==> src/rtl/stok_pkg.sv <==
// Shared types, character codes and lookup functions for the source tokenizer.
package stok_pkg;

  // Default widths and queue depth handed to the top level parameters.
  localparam int LINE_BITS_DEF   = 16;
  localparam int COLUMN_BITS_DEF = 16;
  localparam int LENGTH_BITS_DEF = 16;
  localparam int QUEUE_DEPTH_DEF = 4;

  // Fixed widths of the kind and character fields.
  localparam int KIND_BITS = 4;
  localparam int CHAR_BITS = 8;

  // Scanner state.
  typedef enum logic [2:0] {
    MODE_IDLE,
    MODE_IDENT,
    MODE_NUMBER,
    MODE_COMMENT,
    MODE_HALT
  } scan_mode_t;

  // Token kinds as presented on the result channel.
  typedef enum logic [KIND_BITS-1:0] {
    KIND_END      = 4'd0,
    KIND_NEWLINE  = 4'd1,
    KIND_LBRACE   = 4'd2,
    KIND_RBRACE   = 4'd3,
    KIND_LPAREN   = 4'd4,
    KIND_RPAREN   = 4'd5,
    KIND_COMMA    = 4'd6,
    KIND_EQUALS   = 4'd7,
    KIND_PLUS     = 4'd8,
    KIND_IDENT    = 4'd9,
    KIND_SET      = 4'd10,
    KIND_CIR      = 4'd11,
    KIND_NUMBER   = 4'd12,
    KIND_BAD_CHAR = 4'd13,
    KIND_LONE_DOT = 4'd14
  } tok_kind_t;

  // Character codes the scanner reacts to.
  localparam logic [CHAR_BITS-1:0] CH_NUL    = 8'h00;
  localparam logic [CHAR_BITS-1:0] CH_TAB    = 8'h09;
  localparam logic [CHAR_BITS-1:0] CH_LF     = 8'h0A;
  localparam logic [CHAR_BITS-1:0] CH_CR     = 8'h0D;
  localparam logic [CHAR_BITS-1:0] CH_SPACE  = 8'h20;
  localparam logic [CHAR_BITS-1:0] CH_HASH   = 8'h23;
  localparam logic [CHAR_BITS-1:0] CH_LPAREN = 8'h28;
  localparam logic [CHAR_BITS-1:0] CH_RPAREN = 8'h29;
  localparam logic [CHAR_BITS-1:0] CH_PLUS   = 8'h2B;
  localparam logic [CHAR_BITS-1:0] CH_COMMA  = 8'h2C;
  localparam logic [CHAR_BITS-1:0] CH_DOT    = 8'h2E;
  localparam logic [CHAR_BITS-1:0] CH_SEMI   = 8'h3B;
  localparam logic [CHAR_BITS-1:0] CH_EQUALS = 8'h3D;
  localparam logic [CHAR_BITS-1:0] CH_UNDER  = 8'h5F;
  localparam logic [CHAR_BITS-1:0] CH_LBRACE = 8'h7B;
  localparam logic [CHAR_BITS-1:0] CH_RBRACE = 8'h7D;

  // Letters of the keyword "set", by position.
  function automatic logic [CHAR_BITS-1:0] kw_set_char(input logic [1:0] idx);
    logic [CHAR_BITS-1:0] ch;
    unique case (idx)
      2'd0:    ch = 8'h73;
      2'd1:    ch = 8'h65;
      2'd2:    ch = 8'h74;
      default: ch = CH_NUL;
    endcase
    return ch;
  endfunction

  // Letters of the keyword "cir", by position.
  function automatic logic [CHAR_BITS-1:0] kw_cir_char(input logic [1:0] idx);
    logic [CHAR_BITS-1:0] ch;
    unique case (idx)
      2'd0:    ch = 8'h63;
      2'd1:    ch = 8'h69;
      2'd2:    ch = 8'h72;
      default: ch = CH_NUL;
    endcase
    return ch;
  endfunction

  function automatic logic is_alpha(input logic [CHAR_BITS-1:0] c);
    return (c >= 8'h61 && c <= 8'h7A) || (c >= 8'h41 && c <= 8'h5A);
  endfunction

  function automatic logic is_digit(input logic [CHAR_BITS-1:0] c);
    return c >= 8'h30 && c <= 8'h39;
  endfunction

  // Kind of a single-character token; anything unknown is a bad character.
  function automatic tok_kind_t punct_kind(input logic [CHAR_BITS-1:0] c);
    tok_kind_t k;
    unique case (c)
      CH_LBRACE: k = KIND_LBRACE;
      CH_RBRACE: k = KIND_RBRACE;
      CH_LPAREN: k = KIND_LPAREN;
      CH_RPAREN: k = KIND_RPAREN;
      CH_COMMA:  k = KIND_COMMA;
      CH_EQUALS: k = KIND_EQUALS;
      CH_PLUS:   k = KIND_PLUS;
      CH_SEMI:   k = KIND_NEWLINE;
      default:   k = KIND_BAD_CHAR;
    endcase
    return k;
  endfunction

endpackage

==> src/rtl/source_tokenizer.sv <==
// Top level of the streaming source tokenizer: scanner, bundle queue and output stage.
//
// The tokenizer takes one source byte per cycle and returns token descriptors on the
// result channel. The scanner front end accepts a request in every cycle in which the
// bundle queue (QUEUE_DEPTH entries, default four) has room, so input rate is one byte
// per clock while the result side keeps up. Each byte yields zero, one or two tokens;
// the output stage sends one token per cycle while out_ready is high, so a byte that
// ends a pending identifier or number and also yields its own token uses the result
// channel twice. A token reaches the result port through the bundle queue and then
// the output holding register. After an unexpected character or a lone dot the block
// swallows bytes until an end request, which restarts counting at line 1, column 1
// without an end token. Line, column and length counters saturate at their maximum
// values.
module source_tokenizer
  import stok_pkg::*;
#(
  parameter int LINE_BITS   = LINE_BITS_DEF,
  parameter int COLUMN_BITS = COLUMN_BITS_DEF,
  parameter int LENGTH_BITS = LENGTH_BITS_DEF,
  parameter int QUEUE_DEPTH = QUEUE_DEPTH_DEF
) (
  input  logic                   clk,
  input  logic                   rst,
  input  logic                   in_valid,
  output logic                   in_ready,
  input  logic [CHAR_BITS-1:0]   byte_req,
  input  logic                   at_end,
  output logic                   out_valid,
  input  logic                   out_ready,
  output logic [KIND_BITS-1:0]   kind,
  output logic [CHAR_BITS-1:0]   byte_res,
  output logic [LINE_BITS-1:0]   line,
  output logic [COLUMN_BITS-1:0] column,
  output logic [LENGTH_BITS-1:0] length,
  output logic                   has_dot,
  output logic                   last
);

  localparam int TOK_W    = KIND_BITS + CHAR_BITS + LINE_BITS + COLUMN_BITS +
                            LENGTH_BITS + 1;
  localparam int BUNDLE_W = 2 * TOK_W + 1;

  logic                push;
  logic [BUNDLE_W-1:0] bundle;
  logic                q_pop;
  logic [BUNDLE_W-1:0] q_data;
  logic                q_valid;
  logic                q_full;

  assign in_ready = !q_full;

  // Scanner front end.
  stok_front #(
    .LINE_BITS   (LINE_BITS),
    .COLUMN_BITS (COLUMN_BITS),
    .LENGTH_BITS (LENGTH_BITS)
  ) u_front (
    .clk      (clk),
    .rst      (rst),
    .in_valid (in_valid),
    .in_ready (in_ready),
    .byte_req (byte_req),
    .at_end   (at_end),
    .push     (push),
    .bundle   (bundle)
  );

  // Bundle queue.
  stok_fifo #(
    .WIDTH (BUNDLE_W),
    .DEPTH (QUEUE_DEPTH)
  ) u_fifo (
    .clk       (clk),
    .rst       (rst),
    .push      (push),
    .wr_data   (bundle),
    .pop       (q_pop),
    .rd_data   (q_data),
    .not_empty (q_valid),
    .full      (q_full)
  );

  // Output stage.
  stok_back #(
    .LINE_BITS   (LINE_BITS),
    .COLUMN_BITS (COLUMN_BITS),
    .LENGTH_BITS (LENGTH_BITS)
  ) u_back (
    .clk       (clk),
    .rst       (rst),
    .q_valid   (q_valid),
    .q_data    (q_data),
    .q_pop     (q_pop),
    .out_valid (out_valid),
    .out_ready (out_ready),
    .kind      (kind),
    .byte_res  (byte_res),
    .line      (line),
    .column    (column),
    .length    (length),
    .has_dot   (has_dot),
    .last      (last)
  );

endmodule

==> src/rtl/stok_front.sv <==
// Front end: accepts source bytes, tracks position and builds token bundles.
module stok_front
  import stok_pkg::*;
#(
  parameter int LINE_BITS   = LINE_BITS_DEF,
  parameter int COLUMN_BITS = COLUMN_BITS_DEF,
  parameter int LENGTH_BITS = LENGTH_BITS_DEF,
  localparam int TOK_W      = KIND_BITS + CHAR_BITS + LINE_BITS + COLUMN_BITS +
                              LENGTH_BITS + 1,
  localparam int BUNDLE_W   = 2 * TOK_W + 1
) (
  input  logic                 clk,
  input  logic                 rst,
  input  logic                 in_valid,
  input  logic                 in_ready,
  input  logic [CHAR_BITS-1:0] byte_req,
  input  logic                 at_end,
  output logic                 push,
  output logic [BUNDLE_W-1:0]  bundle
);

  typedef struct packed {
    tok_kind_t              kind;
    logic [CHAR_BITS-1:0]   byte_val;
    logic [LINE_BITS-1:0]   line;
    logic [COLUMN_BITS-1:0] column;
    logic [LENGTH_BITS-1:0] length;
    logic                   has_dot;
  } tok_t;

  scan_mode_t             mode, mode_next;
  logic [LINE_BITS-1:0]   line_count, line_count_next;
  logic [COLUMN_BITS-1:0] column_count, column_count_next;
  logic [LINE_BITS-1:0]   start_line, start_line_next;
  logic [COLUMN_BITS-1:0] start_column, start_column_next;
  logic [LENGTH_BITS-1:0] lexeme_length, lexeme_length_next;
  logic                   dot_seen, dot_seen_next;
  logic [1:0]             keyword_hits, keyword_hits_next;

  logic                   accept;
  logic                   end_item;
  logic                   ident_char;
  logic                   do_idle;
  logic                   pend_valid, idle_valid;
  tok_t                   pend_tok, idle_tok;
  tok_t                   tok0, tok1;
  logic                   two;
  logic [COLUMN_BITS-1:0] column_inc;
  logic [LINE_BITS-1:0]   line_inc;
  logic [LENGTH_BITS-1:0] length_inc;

  assign accept     = in_valid && in_ready;
  assign end_item   = at_end || (byte_req == CH_NUL);
  assign ident_char = is_alpha(byte_req) || is_digit(byte_req) || (byte_req == CH_UNDER);

  // Saturating increments of the position and length counters.
  assign column_inc = (column_count == '1) ? column_count : column_count + 1'b1;
  assign line_inc   = (line_count == '1) ? line_count : line_count + 1'b1;
  assign length_inc = (lexeme_length == '1) ? lexeme_length : lexeme_length + 1'b1;

  // Next state: pending token handling first, then the byte as seen from idle.
  always_comb begin
    mode_next          = mode;
    line_count_next    = line_count;
    column_count_next  = column_count;
    start_line_next    = start_line;
    start_column_next  = start_column;
    lexeme_length_next = lexeme_length;
    dot_seen_next      = dot_seen;
    keyword_hits_next  = keyword_hits;
    do_idle            = 1'b0;
    pend_valid         = 1'b0;
    pend_tok           = '0;
    idle_valid         = 1'b0;
    idle_tok           = '0;

    unique case (mode)
      MODE_HALT: begin
        if (end_item) begin
          mode_next          = MODE_IDLE;
          line_count_next    = LINE_BITS'(1);
          column_count_next  = COLUMN_BITS'(1);
          start_line_next    = '0;
          start_column_next  = '0;
          lexeme_length_next = '0;
          dot_seen_next      = 1'b0;
          keyword_hits_next  = 2'b11;
        end
      end
      MODE_IDENT: begin
        if (!end_item && ident_char) begin
          if (lexeme_length < LENGTH_BITS'(3)) begin
            if (byte_req != kw_set_char(lexeme_length[1:0])) keyword_hits_next[0] = 1'b0;
            if (byte_req != kw_cir_char(lexeme_length[1:0])) keyword_hits_next[1] = 1'b0;
          end else begin
            keyword_hits_next = 2'b00;
          end
          lexeme_length_next = length_inc;
          column_count_next  = column_inc;
        end else begin
          pend_valid       = 1'b1;
          pend_tok.kind    = KIND_IDENT;
          if (lexeme_length == LENGTH_BITS'(3)) begin
            if (keyword_hits[0]) pend_tok.kind = KIND_SET;
            else if (keyword_hits[1]) pend_tok.kind = KIND_CIR;
          end
          pend_tok.line   = start_line;
          pend_tok.column = start_column;
          pend_tok.length = lexeme_length;
          do_idle         = 1'b1;
        end
      end
      MODE_NUMBER: begin
        if (!end_item && (is_digit(byte_req) || (byte_req == CH_DOT && !dot_seen))) begin
          if (byte_req == CH_DOT) dot_seen_next = 1'b1;
          lexeme_length_next = length_inc;
          column_count_next  = column_inc;
        end else if (lexeme_length == LENGTH_BITS'(1) && dot_seen) begin
          // A number made of a dot alone is an error token.
          pend_valid        = 1'b1;
          pend_tok.kind     = KIND_LONE_DOT;
          pend_tok.byte_val = CH_DOT;
          pend_tok.line     = start_line;
          pend_tok.column   = start_column;
          pend_tok.length   = LENGTH_BITS'(1);
          if (end_item) begin
            mode_next          = MODE_IDLE;
            line_count_next    = LINE_BITS'(1);
            column_count_next  = COLUMN_BITS'(1);
            start_line_next    = '0;
            start_column_next  = '0;
            lexeme_length_next = '0;
            dot_seen_next      = 1'b0;
            keyword_hits_next  = 2'b11;
          end else begin
            mode_next = MODE_HALT;
          end
        end else begin
          pend_valid       = 1'b1;
          pend_tok.kind    = KIND_NUMBER;
          pend_tok.line    = start_line;
          pend_tok.column  = start_column;
          pend_tok.length  = lexeme_length;
          pend_tok.has_dot = dot_seen;
          do_idle          = 1'b1;
        end
      end
      MODE_COMMENT: begin
        if (!end_item && byte_req != CH_LF) begin
          column_count_next = column_inc;
        end else begin
          do_idle = 1'b1;
        end
      end
      MODE_IDLE: begin
        do_idle = 1'b1;
      end
      default: begin
        do_idle = 1'b1;
      end
    endcase

    // The byte handled as from idle; the pending branch leaves counters untouched.
    if (do_idle) begin
      mode_next = MODE_IDLE;
      if (end_item) begin
        idle_valid         = 1'b1;
        idle_tok.kind      = KIND_END;
        idle_tok.line      = line_count;
        idle_tok.column    = column_count;
        line_count_next    = LINE_BITS'(1);
        column_count_next  = COLUMN_BITS'(1);
        start_line_next    = '0;
        start_column_next  = '0;
        lexeme_length_next = '0;
        dot_seen_next      = 1'b0;
        keyword_hits_next  = 2'b11;
      end else if (byte_req == CH_SPACE || byte_req == CH_TAB || byte_req == CH_CR) begin
        column_count_next = column_inc;
      end else if (byte_req == CH_LF) begin
        idle_valid        = 1'b1;
        idle_tok.kind     = KIND_NEWLINE;
        idle_tok.byte_val = byte_req;
        idle_tok.line     = line_count;
        idle_tok.column   = column_count;
        idle_tok.length   = LENGTH_BITS'(1);
        line_count_next   = line_inc;
        column_count_next = COLUMN_BITS'(1);
      end else if (byte_req == CH_HASH) begin
        mode_next         = MODE_COMMENT;
        column_count_next = column_inc;
      end else if (is_alpha(byte_req) || byte_req == CH_UNDER) begin
        start_line_next    = line_count;
        start_column_next  = column_count;
        lexeme_length_next = LENGTH_BITS'(1);
        keyword_hits_next  = {byte_req == kw_cir_char(2'd0), byte_req == kw_set_char(2'd0)};
        dot_seen_next      = 1'b0;
        mode_next          = MODE_IDENT;
        column_count_next  = column_inc;
      end else if (is_digit(byte_req) || byte_req == CH_DOT) begin
        start_line_next    = line_count;
        start_column_next  = column_count;
        lexeme_length_next = LENGTH_BITS'(1);
        dot_seen_next      = (byte_req == CH_DOT);
        mode_next          = MODE_NUMBER;
        column_count_next  = column_inc;
      end else begin
        idle_valid        = 1'b1;
        idle_tok.kind     = punct_kind(byte_req);
        idle_tok.byte_val = byte_req;
        idle_tok.line     = line_count;
        idle_tok.column   = column_count;
        idle_tok.length   = LENGTH_BITS'(1);
        column_count_next = column_inc;
        if (idle_tok.kind == KIND_BAD_CHAR) mode_next = MODE_HALT;
      end
    end
  end

  // Bundle assembly: a pending token always goes out ahead of the byte's own token.
  always_comb begin
    tok0 = pend_valid ? pend_tok : idle_tok;
    tok1 = idle_tok;
    two  = pend_valid && idle_valid;
  end

  assign push   = accept && (pend_valid || idle_valid);
  assign bundle = {two, tok1, tok0};

  // Scanner registers advance on every accepted request.
  always_ff @(posedge clk) begin
    if (rst) begin
      mode          <= MODE_IDLE;
      line_count    <= LINE_BITS'(1);
      column_count  <= COLUMN_BITS'(1);
      start_line    <= '0;
      start_column  <= '0;
      lexeme_length <= '0;
      dot_seen      <= 1'b0;
      keyword_hits  <= 2'b11;
    end else if (accept) begin
      mode          <= mode_next;
      line_count    <= line_count_next;
      column_count  <= column_count_next;
      start_line    <= start_line_next;
      start_column  <= start_column_next;
      lexeme_length <= lexeme_length_next;
      dot_seen      <= dot_seen_next;
      keyword_hits  <= keyword_hits_next;
    end
  end

  // Position counters start from one and never wrap to zero.
  a_line_nonzero: assert property (@(posedge clk) disable iff (rst)
    (line_count != '0) && (column_count != '0))
    else $error("position counter reached zero");

  // A halted scanner leaves halt only on an end request.
  a_halt_holds: assert property (@(posedge clk) disable iff (rst)
    (accept && mode == MODE_HALT && !end_item) |=> (mode == MODE_HALT))
    else $error("scanner left halt without an end request");

  // A halted scanner produces no tokens.
  a_halt_silent: assert property (@(posedge clk) disable iff (rst)
    (mode == MODE_HALT) |-> !push)
    else $error("token produced while halted");

endmodule

==> src/rtl/stok_fifo.sv <==
// Small queue of token bundles between the scanner and the output stage.
module stok_fifo
  import stok_pkg::*;
#(
  parameter int WIDTH = 8,
  parameter int DEPTH = QUEUE_DEPTH_DEF,
  localparam int PTR_W = (DEPTH > 1) ? $clog2(DEPTH) : 1,
  localparam int CNT_W = $clog2(DEPTH + 1)
) (
  input  logic             clk,
  input  logic             rst,
  input  logic             push,
  input  logic [WIDTH-1:0] wr_data,
  input  logic             pop,
  output logic [WIDTH-1:0] rd_data,
  output logic             not_empty,
  output logic             full
);

  logic [WIDTH-1:0] mem [DEPTH];
  logic [PTR_W-1:0] wr_ptr, rd_ptr;
  logic [CNT_W-1:0] count;

  assign not_empty = (count != '0);
  assign full      = (count == CNT_W'(DEPTH));
  assign rd_data   = mem[rd_ptr];

  // Storage write.
  always_ff @(posedge clk) begin
    if (push) mem[wr_ptr] <= wr_data;
  end

  // Pointers and fill count.
  always_ff @(posedge clk) begin
    if (rst) begin
      wr_ptr <= '0;
      rd_ptr <= '0;
      count  <= '0;
    end else begin
      if (push) wr_ptr <= (wr_ptr == PTR_W'(DEPTH - 1)) ? '0 : wr_ptr + 1'b1;
      if (pop)  rd_ptr <= (rd_ptr == PTR_W'(DEPTH - 1)) ? '0 : rd_ptr + 1'b1;
      if (push && !pop)      count <= count + 1'b1;
      else if (pop && !push) count <= count - 1'b1;
    end
  end

  a_no_overflow: assert property (@(posedge clk) disable iff (rst)
    !(push && full))
    else $error("push into full queue");

  a_no_underflow: assert property (@(posedge clk) disable iff (rst)
    !(pop && !not_empty))
    else $error("pop from empty queue");

  a_count_in_range: assert property (@(posedge clk) disable iff (rst)
    count <= CNT_W'(DEPTH))
    else $error("queue count out of range");

endmodule

==> src/rtl/stok_back.sv <==
// Back end: unpacks token bundles and presents one token per request.
module stok_back
  import stok_pkg::*;
#(
  parameter int LINE_BITS   = LINE_BITS_DEF,
  parameter int COLUMN_BITS = COLUMN_BITS_DEF,
  parameter int LENGTH_BITS = LENGTH_BITS_DEF,
  localparam int TOK_W      = KIND_BITS + CHAR_BITS + LINE_BITS + COLUMN_BITS +
                              LENGTH_BITS + 1,
  localparam int BUNDLE_W   = 2 * TOK_W + 1
) (
  input  logic                   clk,
  input  logic                   rst,
  input  logic                   q_valid,
  input  logic [BUNDLE_W-1:0]    q_data,
  output logic                   q_pop,
  output logic                   out_valid,
  input  logic                   out_ready,
  output logic [KIND_BITS-1:0]   kind,
  output logic [CHAR_BITS-1:0]   byte_res,
  output logic [LINE_BITS-1:0]   line,
  output logic [COLUMN_BITS-1:0] column,
  output logic [LENGTH_BITS-1:0] length,
  output logic                   has_dot,
  output logic                   last
);

  typedef struct packed {
    tok_kind_t              kind;
    logic [CHAR_BITS-1:0]   byte_val;
    logic [LINE_BITS-1:0]   line;
    logic [COLUMN_BITS-1:0] column;
    logic [LENGTH_BITS-1:0] length;
    logic                   has_dot;
  } tok_t;

  logic                hold_valid;
  logic [BUNDLE_W-1:0] hold;
  logic                sel;
  logic                two;
  tok_t                tok0, tok1, cur;
  logic                out_take;
  logic                load;

  assign two  = hold[BUNDLE_W-1];
  assign tok1 = tok_t'(hold[2*TOK_W-1:TOK_W]);
  assign tok0 = tok_t'(hold[TOK_W-1:0]);
  assign cur  = sel ? tok1 : tok0;

  // Output fields come from the selected half of the held bundle.
  assign out_valid = hold_valid;
  assign kind      = cur.kind;
  assign byte_res  = cur.byte_val;
  assign line      = cur.line;
  assign column    = cur.column;
  assign length    = cur.length;
  assign has_dot   = cur.has_dot;
  assign last      = sel || !two;

  // A new bundle is taken when the holding register is empty or its last token leaves.
  assign out_take = out_valid && out_ready;
  assign load     = !hold_valid || (out_take && last);
  assign q_pop    = load && q_valid;

  always_ff @(posedge clk) begin
    if (rst) begin
      hold_valid <= 1'b0;
      sel        <= 1'b0;
    end else if (out_take && !last) begin
      sel <= 1'b1;
    end else if (load) begin
      hold_valid <= q_valid;
      sel        <= 1'b0;
    end
  end

  always_ff @(posedge clk) begin
    if (q_pop) hold <= q_data;
  end

  // The second token is only ever selected in a two-token bundle.
  a_sel_two: assert property (@(posedge clk) disable iff (rst)
    (hold_valid && sel) |-> two)
    else $error("second token selected in single-token bundle");

  // Moving to the second token happens only after the first was taken.
  a_sel_after_take: assert property (@(posedge clk) disable iff (rst)
    $rose(sel) |-> $past(out_take))
    else $error("second token selected without a completed request");

  // A waiting token keeps its fields until it is taken.
  a_out_stable: assert property (@(posedge clk) disable iff (rst)
    (out_valid && !out_ready) |=>
      (out_valid && $stable({kind, byte_res, line, column, length, has_dot, last})))
    else $error("waiting token changed before it was taken");

endmodule

==> config.mk <==
export PLATFORM = sky130hd
export DESIGN_NAME = source_tokenizer
export DESIGN_NICKNAME = d
export VERILOG_FILES = /design/src/rtl/stok_pkg.sv /design/src/rtl/source_tokenizer.sv /design/src/rtl/stok_front.sv /design/src/rtl/stok_fifo.sv /design/src/rtl/stok_back.sv
export SDC_FILE = /design/constraint.sdc
export NUM_CORES = 1
export LEC_CHECK = 0
export BUFFER_PORTS_ARGS = -buffer_cell sky130_fd_sc_hd__buf_4
export CAP_MARGIN = 30
export CORE_ASPECT_RATIO = 1.5
export CORE_UTILIZATION = 58
export CTS_BUF_LIST = sky130_fd_sc_hd__clkbuf_8
export DETAILED_ROUTE_END_ITERATION = 8
export PLACE_DENSITY = 0.8
export REMOVE_ABC_BUFFERS = 1
export SYNTH_ARGS = -nofsm -noshare
export SYNTH_HDL_FRONTEND = slang
export SYNTH_SLANG_ARGS = --single-unit
==> constraint.sdc <==
create_clock -name clk -period 7.5 [get_ports clk]
set_input_delay 0 -clock clk [delete_from_list [all_inputs] [get_ports clk]]
set_output_delay 0 -clock clk [all_outputs]
set_load 0.1 [all_outputs]
==> results of run 1 <==
final timing paths:
| check | to | cells after the start |
|---|---|---|
| max | u_fifo.mem[2][97]$_DFFE_PP_ | 12 |
| min | u_back.out_valid$_SDFFE_PP0P_ | 5 |
| max reg2reg | u_fifo.mem[2][97]$_DFFE_PP_ | 11 |
| min reg2reg | u_front.start_line[4]$_SDFFE_PP0P_ | 1 |
worst max-delay path, delay by kind of cell:
kind	cells	cell delay [ns]
compound gates	4	1.09
simple gates	3	1.27
buf+inv	5	1.92
kinds of logic (layout without fill, tap and decap cells):
group,count (synthesis),after routing,share of synthesized area
compound gates,258,258,0.0691
xor+xnor,19,19,0.00644
other cells,0,1,0
fa+ha+maj,13,13,0.00658
flops,630,630,0.695
buf+inv,105,297,0.0161
mux,192,192,0.130
simple gates,375,375,0.0767
report_power, final:
group	total (mW)	internal, mW	leakage (nW)	switching (mW)
clock network	2.66	1.39	1.02	1.27
logic	3.58	1.06	3.04	2.51
registers	4.85	4.58	5.69	0.264
total	11.1	7.03	9.75	4.05
through the flow:
| step | TNS (ns) | total power [mW] |
|---|---|---|
| after floorplan | -121.68 | 7.77 |
| after global placement | 0 | 8.41 |
| after detailed placement | 0 | 8.51 |
| after CTS | 0 | 11.2 |
| after global routing | 0 | 11.5 |
| final | 0 | 11.1 |
layout make-up:
cell class / count / area, µm² / share of cell area
Clock buffer: 101 / 1390 / 0.0478
Multi-Input combinational cell: 857 / 7510 / 0.258
Sequential cell: 630 / 18000 / 0.618
Antenna cell: 1 / 2.50 / 0.0000861
Tap cell: 576 / 721 / 0.0248
Clock inverter: 65 / 417 / 0.0143
Inverter: 16 / 60.1 / 0.00207
Timing Repair Buffer: 115 / 996 / 0.0343
cells in the mapped netlist, drive strengths merged (3+ instances only):
cell type	n
a21oi	60
nor2b	20
a21o	14
a311oi	8
edfxtp	535
xor2	10
or3	4
mux4	107
nand2	63
o32ai	7
and2	66
and3	15
a22o	38
or4	5
a211oi	8
o211ai	4
or2	5
a32oi	3
inv	16
xnor2	9
buf	24
a21boi	3
mux2i	7
o21ai	53
mux2	78
nand3	31
nor4	14
nor3	35
o22ai	5
o21a	3
and4	5
a41oi	3
dfxtp	95
nand4	12
a2111oi	4
nand2b	14
clkbuf	65
nor2	78
a22oi	3
a31oi	20
ha	12
metal layers:
layer	GRT usage	up-vias
met1	0.309	7615
met2	0.466	647
met5	0	-
li1	-	6580
met3	0.0380	160
met4	0.137	0
flip-flops by register name, summed over array words and instances, names as in the netlist:
| signal | cells |
|---|---|
| u_front.line_count | 16 |
| u_front.keyword_hits | 2 |
| u_fifo.rd_ptr | 2 |
| u_front.column_count | 16 |
| u_back.hold | 107 |
| u_fifo.wr_ptr | 2 |
| u_front.start_column | 16 |
| u_front.start_line | 16 |
| u_fifo.mem | 428 |
| u_back.sel | 1 |
| u_front.lexeme_length | 16 |
| u_fifo.count | 3 |
| u_back.out_valid | 1 |
| u_front.mode | 3 |
| u_front.dot_seen | 1 |
==> reports/qor_table.md, run 1 <==
| Parameter | Value |
| --- | --- |
| X dimension of the die | 174 µm |
| Row Count | 94 |
| Cell type with the largest total area after synthesis | sky130_fd_sc_hd__edfxtp_1 |
| Post-synthesis sequential area ratio | 0.695 |
| Critical path class | input port to flip-flop |
| Most frequent standard cell in the layout excluding fill and tap cells | sky130_fd_sc_hd__edfxtp_1 |
| Yosys warning total | 0 |
| Largest net degree at the start of global routing | 61 |
| Worst-case register-to-register setup slack | 3.54 ns |
| H-tree depth reported by CTS | 3 |
| Number of enable-type register cells in the synthesized netlist | 535 |
| Number of optimization iterations in the first detailed-route pass | 5 |
| Area overhead of the layout relative to synthesis | 12.5% |
| Post-layout instance area | 0.0291 mm² |
| Mean instance size in the synthesized netlist | 16.2 µm² |
| Total DRC errors in the routed layout | 0 |
| Number of setup violations in the final report | 0 |
| Antenna violations before repair | 1 |
| Number of different library cells in the post-synthesis netlist | 79 |
| Total via count in the routed design | 15,000 |
| Maximum cell stage delay along the critical path | 0.64 ns |
| Routability congestion estimate from global placement | 0.927 |
| Layout net count | 1,736 |
| Number of vias per cell | 6.35 |
| Number of DRC markers in iteration 0 | 1,341 |
| Total overflow reported by the global router | 0 |
| Wire length of the first global-routing pass | 89,300 µm |
| Power per cell area | 381 mW/mm² |
| Number of buffers inserted by hold repair at cts | 14 |
| Met2 routed WL | 31,000 µm |
| Placement Cell Area | 0.0271 mm² |
| Ports | 77 |
| Final hold slack | 0.302 ns |
| Number of max-cap violations | 0 |
| Instance count after placement with tap cells included | 2,180 |
| Asr flop ratio synth | 0 |
| Die footprint | 0.0454 mm² |
| Highest attainable clock frequency | 0.248 GHz |
| Launch point of the worst hold path | out_ready |
| VDD IR-drop max | 0.232 mV |
| CP required | 7.80 ns |
| Highest fanout seen on the critical path | 55 |
| Leading cell types in the layout, fill and taps excluded | 535 x sky130_fd_sc_hd__edfxtp_1, 107 x sky130_fd_sc_hd__mux4_2, 101 x sky130_fd_sc_hd__clkbuf_8 |
| CP most frequent cell | sky130_fd_sc_hd__buf_4 |
| Post-Synthesis Cell Area | 0.0258 mm² |
| Vias in the first global route | 15,400 |
| Fin. Hold Viols | 0 |
| Initial Util | 0.589 |
| Final standard cell count with taps included and fillers excluded | 2,361 |
| Number of fill cells in the layout | 2,914 |
| R2R Path Start | u_front.lexeme_length[1]$_SDFFE_PP0P_ |
| CP Data Arrival Time | 4.34 ns |
| Half-perimeter wire length after detailed placement | 37,000 µm |
| Kind of end point of the critical path | flip-flop |
| Max_slew headroom | 0.348 |
| Crit path launch | byte_req[4] |
| CTS Sinks | 630 |
| Ranking of synthesized cells by area | sky130_fd_sc_hd__edfxtp_1 62%, sky130_fd_sc_hd__mux4_2 9.3%, sky130_fd_sc_hd__dfxtp_1 7.4%, sky130_fd_sc_hd__mux2_2 3.4%, sky130_fd_sc_hd__and2_1 1.6% |
| Count of final max-slew check failures | 0 |
| Crit path cell chain | dlygate4sd3_1, buf_4, or4_1, o21bai_2, buf_4, nand2_1, a22o_1, a21boi_1, o31a_1, and2_4, buf_16, buf_4 |
| PortBufs | 76 |
| Total global routing track utilization | 0.262 |
| Crit path time final | 4.04 ns |
| Flip-flop and latch count after synthesis | 630 |
| Measured slew at the worst slew-check pin | 0.978 ns |
| Synthesized netlist cell count | 1,592 |
| Most common flop cell mapped by yosys | sky130_fd_sc_hd__edfxtp_1 |
| Clock tree from TritonCTS | yes |
| Vertical die dimension | 261 µm |
| Number of gates resized after cts | 0 |
| Share of the core filled with cells | 0.663 |
| Cell with the largest stage delay on the worst path | sky130_fd_sc_hd__or4_1 |
| Leakage power total | 9.75 nW |
| Met1 wire length | 21,800 µm |
| Layout cells sized above 1 | 0.249 |
| Post-CTS Setup Inserts | 0 |
| Maximum clock skew at final layout | 0.0314 ns |
| Residual antenna-violating net count after detailed routing | 0 |
| Clock tree buffer depth | 3 |
| Highest layer used for signal routing | met4 |
| Root Buffer | sky130_fd_sc_hd__clkbuf_8 |
| Type of the tightest min-delay check | input port to flip-flop |
| Clk_lat worst skew | 0.67 ns |
| Pre-CTS setup slack | 3.39 ns |
| Startpoint types | input port |
| Setup slack of the critical path after layout | 3.46 ns |
| WL final | 58,400 µm |
| Outcome | completed |
| Clock slew at the register clock pins of the worst setup and hold paths | 0.06 ns |
| Number of buffers inserted during clock tree synthesis | 90 |
| Floorplan core area | 0.0439 mm² |
| Met3 routed WL | 3150 µm |
| RSZ-0062 raised after global routing | false |
| Average detailed-routed wire length per instance | 24.7 µm |
| Fin crit share | 0.539 |
| Portion of synthesized cell area occupied by the leading cell type | 0.622 |
No activity file was read; power rests on OpenSTA's default activity.
==> run 2, diff against run 1 <==
- CORE_UTILIZATION: 58 -> 60
- PLACE_DENSITY: 0.8 -> 0.79
- clock period: 7.5 -> 3.98 ns (I/O delays scaled with it)
==> run 2 against run 1 <==
Setup slack got worse by 3.0 ns. Clock-buffer cell count decreased by 8. Largest cell class unchanged. Flip-flop and latch count unchanged. Die area decreased by 3.3%. Cell count about the same. Global-route usage increased by 0.10 points. Critical path depth decreased by 2. Via count decreased by 1.8%. Critical endpoint is now u_fifo.mem[0][52]$_DFFE_PP_. First-iteration DRC count decreased by 3.2%. Sequential share of layout area about the same.
==> reports/qor_table.md, run 2 (same netlist as run 1, synthesis figures left out) <==
| Parameter | Value | Delta |
| --- | --- | --- |
| Outcome | completed |  |
| Number of optimization iterations in the first detailed-route pass | 5 | unchanged |
| Multi-input combinational cell area | 0.00749 mm² | -0.22% |
| Root Buffer | sky130_fd_sc_hd__clkbuf_8 |  |
| Highest attainable clock frequency | 0.282 GHz |  |
| Leakage power total | 9.77 nW | +0.20% |
| Fin crit share | 0.890 |  |
| Count of final max-slew check failures | 0 | unchanged |
| Vertical die dimension | 256 µm | -1.7% |
| Routability congestion estimate from global placement | 0.947 | +2.1% |
| Kind of end point of the critical path | flip-flop |  |
| Total via count in the routed design | 14,700 | -1.8% |
| Startpoint types | flip-flop |  |
| Vias in the first global route | 15,500 | +0.77% |
| H-tree depth reported by CTS | 3 | unchanged |
| Initial Util | 0.612 | +0.0226 |
| Die footprint | 0.0439 mm² | -3.3% |
| PortBufs | 76 | unchanged |
| Endpoint, Worst Hold | u_back.out_valid$_SDFFE_PP0P_ |  |
| Number of DRC markers in iteration 0 | 1,298 | -3.2% |
| CP Data Arrival Time | 3.84 ns | -0.50 ns |
| Largest registers in the final layout | u_fifo.mem x428, u_back.hold x107 |  |
| R2r endpoint | u_fifo.mem[0][52]$_DFFE_PP_ |  |
| Total global routing track utilization | 0.263 | +0.00104 |
| Clk_lat worst skew | 0.64 ns | -0.03 ns |
| Layout net count | 1,753 | +0.98% |
| RSZ-0062 raised after global routing | false |  |
| Clock tree buffer depth | 3 | unchanged |
| Average detailed-routed wire length per instance | 23.5 µm | -4.9% |
| Number of fill cells in the layout | 2,786 | -4.4% |
| Number of max-cap violations | 0 | unchanged |
| Maximum cell stage delay along the critical path | 0.63 ns | about the same |
| Clock slew at the register clock pins of the worst setup and hold paths | 0.06 ns | about the same |
| Antenna violations before repair | 1 | unchanged |
| Instance count after placement with tap cells included | 2,186 | +0.28% |
| Post-CTS Setup Inserts | 0 | unchanged |
| Total power draw | 20.5 mW | +85% |
| Type of the tightest min-delay check | input port to flip-flop |  |
| CP required | 4.27 ns | -3.53 ns |
| Highest fanout seen on the critical path | 35 | -36% |
| Residual antenna-violating net count after detailed routing | 0 | unchanged |
| Crit path time final | 3.54 ns |  |
| Measured slew at the worst slew-check pin | 0.973 ns | -0.00507 ns |
| Row Count | 92 | -2.1% |
| Number of buffers inserted during clock tree synthesis | 88 | -2.2% |
| Worst-case register-to-register setup slack | 0.44 ns | -3.10 ns |
| Buf+Inv Stages, Crit Path | 2 | -3 |
| Post-layout instance area | 0.0291 mm² | about the same |
| Fin. Hold Viols | 0 | unchanged |
| CTS Sinks | 630 | unchanged |
| Critical path class | flip-flop to flip-flop |  |
| Length in cells of the worst reg-to-reg path | 10 | -1 |
| Power per cell area | 704 mW/mm² | +85% |
| Placement Cell Area | 0.0273 mm² | +0.53% |
| Cell with the largest stage delay on the worst path | sky130_fd_sc_hd__and2_4 |  |
| Largest net degree at the start of global routing | 70 | +15% |
| Flip-flop count of the largest register after layout | 428 | unchanged |
| Half-perimeter wire length after detailed placement | 35,000 µm | -5.3% |
| R2R Path Start | u_front.lexeme_length[1]$_SDFFE_PP0P_ |  |
| Maximum clock skew at final layout | 0.0237 ns | -0.00771 ns |
| Register name with the most flops | u_fifo.mem |  |
| Most frequent standard cell in the layout excluding fill and tap cells | sky130_fd_sc_hd__edfxtp_1 |  |
| WL final | 55,500 µm | -4.9% |
| Clock tree from TritonCTS | yes |  |
| Number of setup violations in the final report | 0 | unchanged |
| Launch point of the worst hold path | out_ready |  |
| Family of cells with the greatest summed delay on the critical path | compound AO/OA/AOI/OAI gates |  |
| Leading cell types in the layout, fill and taps excluded | 535 x sky130_fd_sc_hd__edfxtp_1, 108 x sky130_fd_sc_hd__buf_4, 107 x sky130_fd_sc_hd__mux4_2 |  |
| VDD IR-drop max | 0.675 mV | +190% |
| Number of vias per cell | 6.23 | -1.9% |
| Total overflow reported by the global router | 0 | unchanged |
| Floorplan core area | 0.0422 mm² | -3.7% |
| Register cell area after layout | 0.0180 mm² | unchanged |
| Wire length of the first global-routing pass | 86,700 µm | -2.9% |
| Layout cells sized above 1 | 0.250 | +0.000839 |
| Ports | 77 | unchanged |
| X dimension of the die | 171 µm | -1.7% |
| Crit path cell chain | inv_1, ha_1, nor4bb_1, nand4_1, o211ai_1, a22o_1, a21boi_1, o31a_1, and2_4, buf_4 |  |
| Final standard cell count with taps included and fillers excluded | 2,363 | +0.085% |
| Hold Path Cell Cnt | 5 | unchanged |
| Share of the core filled with cells | 0.688 | +0.0254 |
| Max_slew headroom | 0.346 | -0.00260 |
| Area overhead of the layout relative to synthesis | 12.5% | about the same |
| Total DRC errors in the routed layout | 0 | unchanged |
run 2: changes by cell type in the layout (fill, tap and decap cells not counted), moves of 2 or more:
cell	before	now
sky130_fd_sc_hd__buf_12	3	11
sky130_fd_sc_hd__buf_16	3	0
sky130_fd_sc_hd__buf_4	95	108
sky130_fd_sc_hd__clkbuf_8	101	93
sky130_fd_sc_hd__clkinv_1	15	24
sky130_fd_sc_hd__clkinv_2	11	13
sky130_fd_sc_hd__inv_1	42	40
run 2: metrics by stage:
stage,hold WS (ns),TNS [ns],setup slack (ns)
after floorplan,0.0691,-1153.10,-5.73
after global placement,0.276,0,0.464
after detailed placement,0.295,0,0.400
after CTS,0.279,0,0.446
after global routing,0.343,0,0.195
final,0.319,0,0.438
run 2: area by class of cell:
cell class	instances	area share
Inverter	16	0.00207
Tap cell	564	0.0243
Timing Repair Buffer	134	0.0406
Clock inverter	68	0.0127
Antenna cell	1	0.0000861
Clock buffer	93	0.0440
Multi-Input combinational cell	857	0.258
Sequential cell	630	0.618
run 2: layer usage:
layer	part of all wire	vias to the layer above	GRT usage	wire [µm]
li1	-	6596	-	-
met1	0.37	7500	0.313	20600
met2	0.55	495	0.467	30300
met3	0.047	136	0.0367	2620
met4	0.037	0	0.123	2050
met5	0	-	0	0
run 2: worst max path at each step:
stage / startpoint / end / slack, ns / depth (start not counted)
after floorplan: u_back.sel$_SDFFE_PP0P_ / u_fifo.count[2]$_SDFFE_PP0P_ / -5.73 / 10
after global placement: byte_req[1] / u_fifo.mem[0][113]$_DFFE_PP_ / 0.46 / 9
after detailed placement: byte_req[1] / u_fifo.mem[0][109]$_DFFE_PP_ / 0.40 / 9
after CTS: u_front.lexeme_length[1]$_SDFFE_PP0P_ / u_fifo.mem[0][52]$_DFFE_PP_ / 0.45 / 10
after global routing: u_front.lexeme_length[1]$_SDFFE_PP0P_ / u_fifo.count[2]$_SDFFE_PP0P_ / 0.20 / 14
final: u_front.lexeme_length[1]$_SDFFE_PP0P_ / u_fifo.mem[0][52]$_DFFE_PP_ / 0.44 / 10
run 2: report_power, final:
group | internal (mW) | leakage [nW] | switching [mW] | total (mW)
clock | 2.37 | 0.938 | 2.34 | 4.71
combinational | 2.04 | 3.14 | 4.65 | 6.68
sequential | 8.62 | 5.69 | 0.454 | 9.08
run 2: tightest hold or removal path: stages:
cell	delay, ns
sky130_fd_sc_hd__dlygate4sd3_1	0.53
sky130_fd_sc_hd__buf_4	0.11
sky130_fd_sc_hd__nand2_1	0.09
sky130_fd_sc_hd__nand2_1	0.10
sky130_fd_sc_hd__a21oi_1	0.06
run 2: timing repair:
item / 4_1_cts / 5_1_grt
hold buffers: 15 / 0
hold endpoints to repair: 101 / 0
gates resized for setup: 0 / 0
==> run 3, diff against run 2 <==
- CAP_MARGIN: 30 -> unset
- CORE_ASPECT_RATIO: 1.5 -> 2
==> run 3 against run 2 <==
Register-to-register slack worse by 0.18 ns. Combinational power is 2% higher. Non-clock buffer count is 2 higher. Critical endpoint is now u_fifo.mem[3][117]$_DFFE_PP_.
==> reports/qor_table.md, run 3 (same netlist as run 1, synthesis figures left out) <==
| Parameter | Value | Delta |
| --- | --- | --- |
| Vertical die dimension | 296 µm | +15% |
| Largest registers in the final layout | u_fifo.mem x428, u_back.hold x107 |  |
| Die footprint | 0.0440 mm² | about the same |
| Leakage power total | 9.73 nW | -0.40% |
| Average detailed-routed wire length per instance | 24.4 µm | +4.0% |
| Layout net count | 1,749 | -0.23% |
| PortBufs | 76 | unchanged |
| Placement Cell Area | 0.0272 mm² | -0.17% |
| Number of fill cells in the layout | 2,896 | +3.9% |
| Number of gates resized after cts | 0 | unchanged |
| Ports | 77 | unchanged |
| Startpoint types | flip-flop |  |
| Highest fanout seen on the critical path | 35 | unchanged |
| Initial Util | 0.607 | -0.00471 |
| Number of max-cap violations | 0 | unchanged |
| Wire length of the first global-routing pass | 86,600 µm | -0.13% |
| Launch point of the worst hold path | out_ready |  |
| Maximum clock skew at final layout | 0.0340 ns | +0.0103 ns |
| Area overhead of the layout relative to synthesis | 12.0% |  |
| Total via count in the routed design | 14,800 | +0.60% |
| Row Count | 107 | +16% |
| Total global routing track utilization | 0.267 | +0.00380 |
| R2r endpoint | u_fifo.mem[3][117]$_DFFE_PP_ |  |
| Clk_lat worst skew | 0.66 ns | +0.02 ns |
| Post-layout instance area | 0.0289 mm² | -0.46% |
| Max_slew headroom | 0.317 | -0.0282 |
| X dimension of the die | 149 µm | -13% |
| Flip-flop count of the largest register after layout | 428 | unchanged |
| Number of setup violations in the final report | 0 | unchanged |
| Floorplan core area | 0.0426 mm² | +0.78% |
| Post-CTS Setup Inserts | 0 | unchanged |
| Type of the tightest min-delay check | input port to flip-flop |  |
| Most frequent standard cell in the layout excluding fill and tap cells | sky130_fd_sc_hd__edfxtp_1 |  |
| CP Data Arrival Time | 4.02 ns | +0.18 ns |
| Final hold slack | 0.311 ns | -0.00845 ns |
| Fin crit share | 0.935 | +0.0446 |
| Endpoint, Worst Hold | u_back.out_valid$_SDFFE_PP0P_ |  |
| Number of optimization iterations in the first detailed-route pass | 6 | +1 |
| Number of buffers inserted during clock tree synthesis | 82 | -6.8% |
| Count of final max-slew check failures | 0 | unchanged |
| Kind of end point of the critical path | flip-flop |  |
| Worst-case register-to-register setup slack | 0.26 ns | -0.18 ns |
| Total overflow reported by the global router | 0 | unchanged |
| Hold Path Cell Cnt | 5 | unchanged |
| Number of vias per cell | 6.34 | +1.8% |
| Fin. Hold Viols | 0 | unchanged |
| Root Buffer | sky130_fd_sc_hd__clkbuf_8 |  |
| Setup slack of the critical path after layout | 0.260 ns | -0.178 ns |
| CP required | 4.28 ns | about the same |
| WL final | 57,000 µm | +2.7% |
| Routability congestion estimate from global placement | 0.945 | -0.19% |
| Length in cells of the worst reg-to-reg path | 10 | unchanged |
| VDD IR-drop max | 0.685 mV | +1.6% |
| Outcome | completed |  |
| Clock tree from TritonCTS | yes |  |
| Clock tree buffer depth | 3 | unchanged |
| H-tree depth reported by CTS | 3 | unchanged |
| Residual antenna-violating net count after detailed routing | 0 | unchanged |
| Half-perimeter wire length after detailed placement | 35,900 µm | +2.4% |
| Leading cell types in the layout, fill and taps excluded | 535 x sky130_fd_sc_hd__edfxtp_1, 113 x sky130_fd_sc_hd__buf_4, 107 x sky130_fd_sc_hd__mux4_2 |  |
| Highest attainable clock frequency | 0.269 GHz | -4.8% |
| RSZ-0062 raised after global routing | false |  |
| Number of DRC markers in iteration 0 | 1,055 | -19% |
| Vias in the first global route | 15,300 | -1.5% |
| Register name with the most flops | u_fifo.mem |  |
| Clock slew at the register clock pins of the worst setup and hold paths | 0.06 ns | about the same |
| Critical path class | flip-flop to flip-flop |  |
| Power per cell area | 703 mW/mm² | -0.15% |
| Pre-CTS setup slack | 0.256 ns | -0.144 ns |
| Antenna violations before repair | 1 | unchanged |
| Layout cells sized above 1 | 0.250 | about the same |
| CTS Sinks | 630 | unchanged |
| Measured slew at the worst slew-check pin | 1.02 ns | +0.0512 ns |
| Total DRC errors in the routed layout | 0 | unchanged |
| Largest net degree at the start of global routing | 110 | +57% |
| Crit path time final | 3.72 ns | +0.178 ns |
| R2R Path Start | u_front.lexeme_length[1]$_SDFFE_PP0P_ |  |
-- run 3: changes by cell type in the layout (fill, tap and decap cells not counted) --
cell and change:
sky130_fd_sc_hd__inv_8 -1, sky130_fd_sc_hd__clkinv_8 +2, sky130_fd_sc_hd__clkbuf_8 -5, sky130_fd_sc_hd__inv_6 +1, sky130_fd_sc_hd__inv_1 +2, sky130_fd_sc_hd__bufinv_16 -1, sky130_fd_sc_hd__buf_12 -3, sky130_fd_sc_hd__clkinv_1 -9
sky130_fd_sc_hd__buf_4 +5, sky130_fd_sc_hd__clkinvlp_4 -1, sky130_fd_sc_hd__inv_12 +1
-- run 3: report_power, final --
part | switching [mW] | total, mW | leakage, nW | internal (mW)
Sequential | 0.391 | 9.01 | 5.69 | 8.62
Clock | 2.31 | 4.52 | 0.904 | 2.20
Combinational | 4.75 | 6.81 | 3.13 | 2.06
Total | 7.45 | 20.3 | 9.73 | 12.9
-- run 3: cell type report --
type,instances,area (µm²),area share
diodes,1,2.50,0.0000865
well taps,545,682,0.0236
inverters,16,60.1,0.00208
clock buffers,88,1210,0.0419
flip-flops and latches,630,18000,0.621
repair buffers,136,1160,0.0400
multi-input cells,857,7490,0.259
clock inverters,62,353,0.0122
-- run 3: through the flow --
step,power [mW],utilization,TNS [ns],std cells
floorplan,13.8,-,-1153.10,1503
global placement,15.9,0.639,0,2169
detailed placement,16.0,0.639,0,2169
CTS,20.6,0.680,0,2334
global route,21.1,0.680,0,2335
finish,20.3,0.680,0,2335
-- run 3: routing by layer --
| metal | up-vias | GRT usage | wire [µm] |
|---|---|---|---|
| li1 | 6597 | - | - |
| met1 | 7532 | 0.291 | 20000 |
| met2 | 530 | 0.497 | 31800 |
| met3 | 156 | 0.0397 | 2720 |
| met4 | 0 | 0.136 | 2560 |
| met5 | - | 0 | 0 |
-- run 3: worst max path at each step --
stage                                                     start                            to  slack [ns]
after CTS                 u_front.lexeme_length[1]$_SDFFE_PP0P_   u_fifo.mem[3][51]$_DFFE_PP_        0.25
after detailed placement  u_front.lexeme_length[1]$_SDFFE_PP0P_   u_fifo.mem[3][55]$_DFFE_PP_        0.26
after floorplan                         u_back.sel$_SDFFE_PP0P_  u_fifo.count[2]$_SDFFE_PP0P_       -5.73
after global routing      u_front.lexeme_length[1]$_SDFFE_PP0P_   u_fifo.mem[3][51]$_DFFE_PP_        0.06
final                     u_front.lexeme_length[1]$_SDFFE_PP0P_  u_fifo.mem[3][117]$_DFFE_PP_        0.26
after global placement    u_front.lexeme_length[1]$_SDFFE_PP0P_   u_fifo.mem[3][53]$_DFFE_PP_        0.36
-- run 3: worst max-delay path: stages, from the launching register on --
cell and delay, ns:
sky130_fd_sc_hd__dfxtp_1 0.42, sky130_fd_sc_hd__inv_1 0.11, sky130_fd_sc_hd__ha_1 0.26, sky130_fd_sc_hd__nor4bb_1 0.15
sky130_fd_sc_hd__nand4_1 0.14, sky130_fd_sc_hd__buf_4 0.14, sky130_fd_sc_hd__o21ai_1 0.09, sky130_fd_sc_hd__nor2_1 0.45
sky130_fd_sc_hd__o31a_1 0.46, sky130_fd_sc_hd__and2_4 0.62, sky130_fd_sc_hd__buf_4 0.47
-- run 3: repair_timing --
item,CTS,global route
hold buffers,15,0
hold endpoints to repair,102,0
setup endpoints to repair,0,0
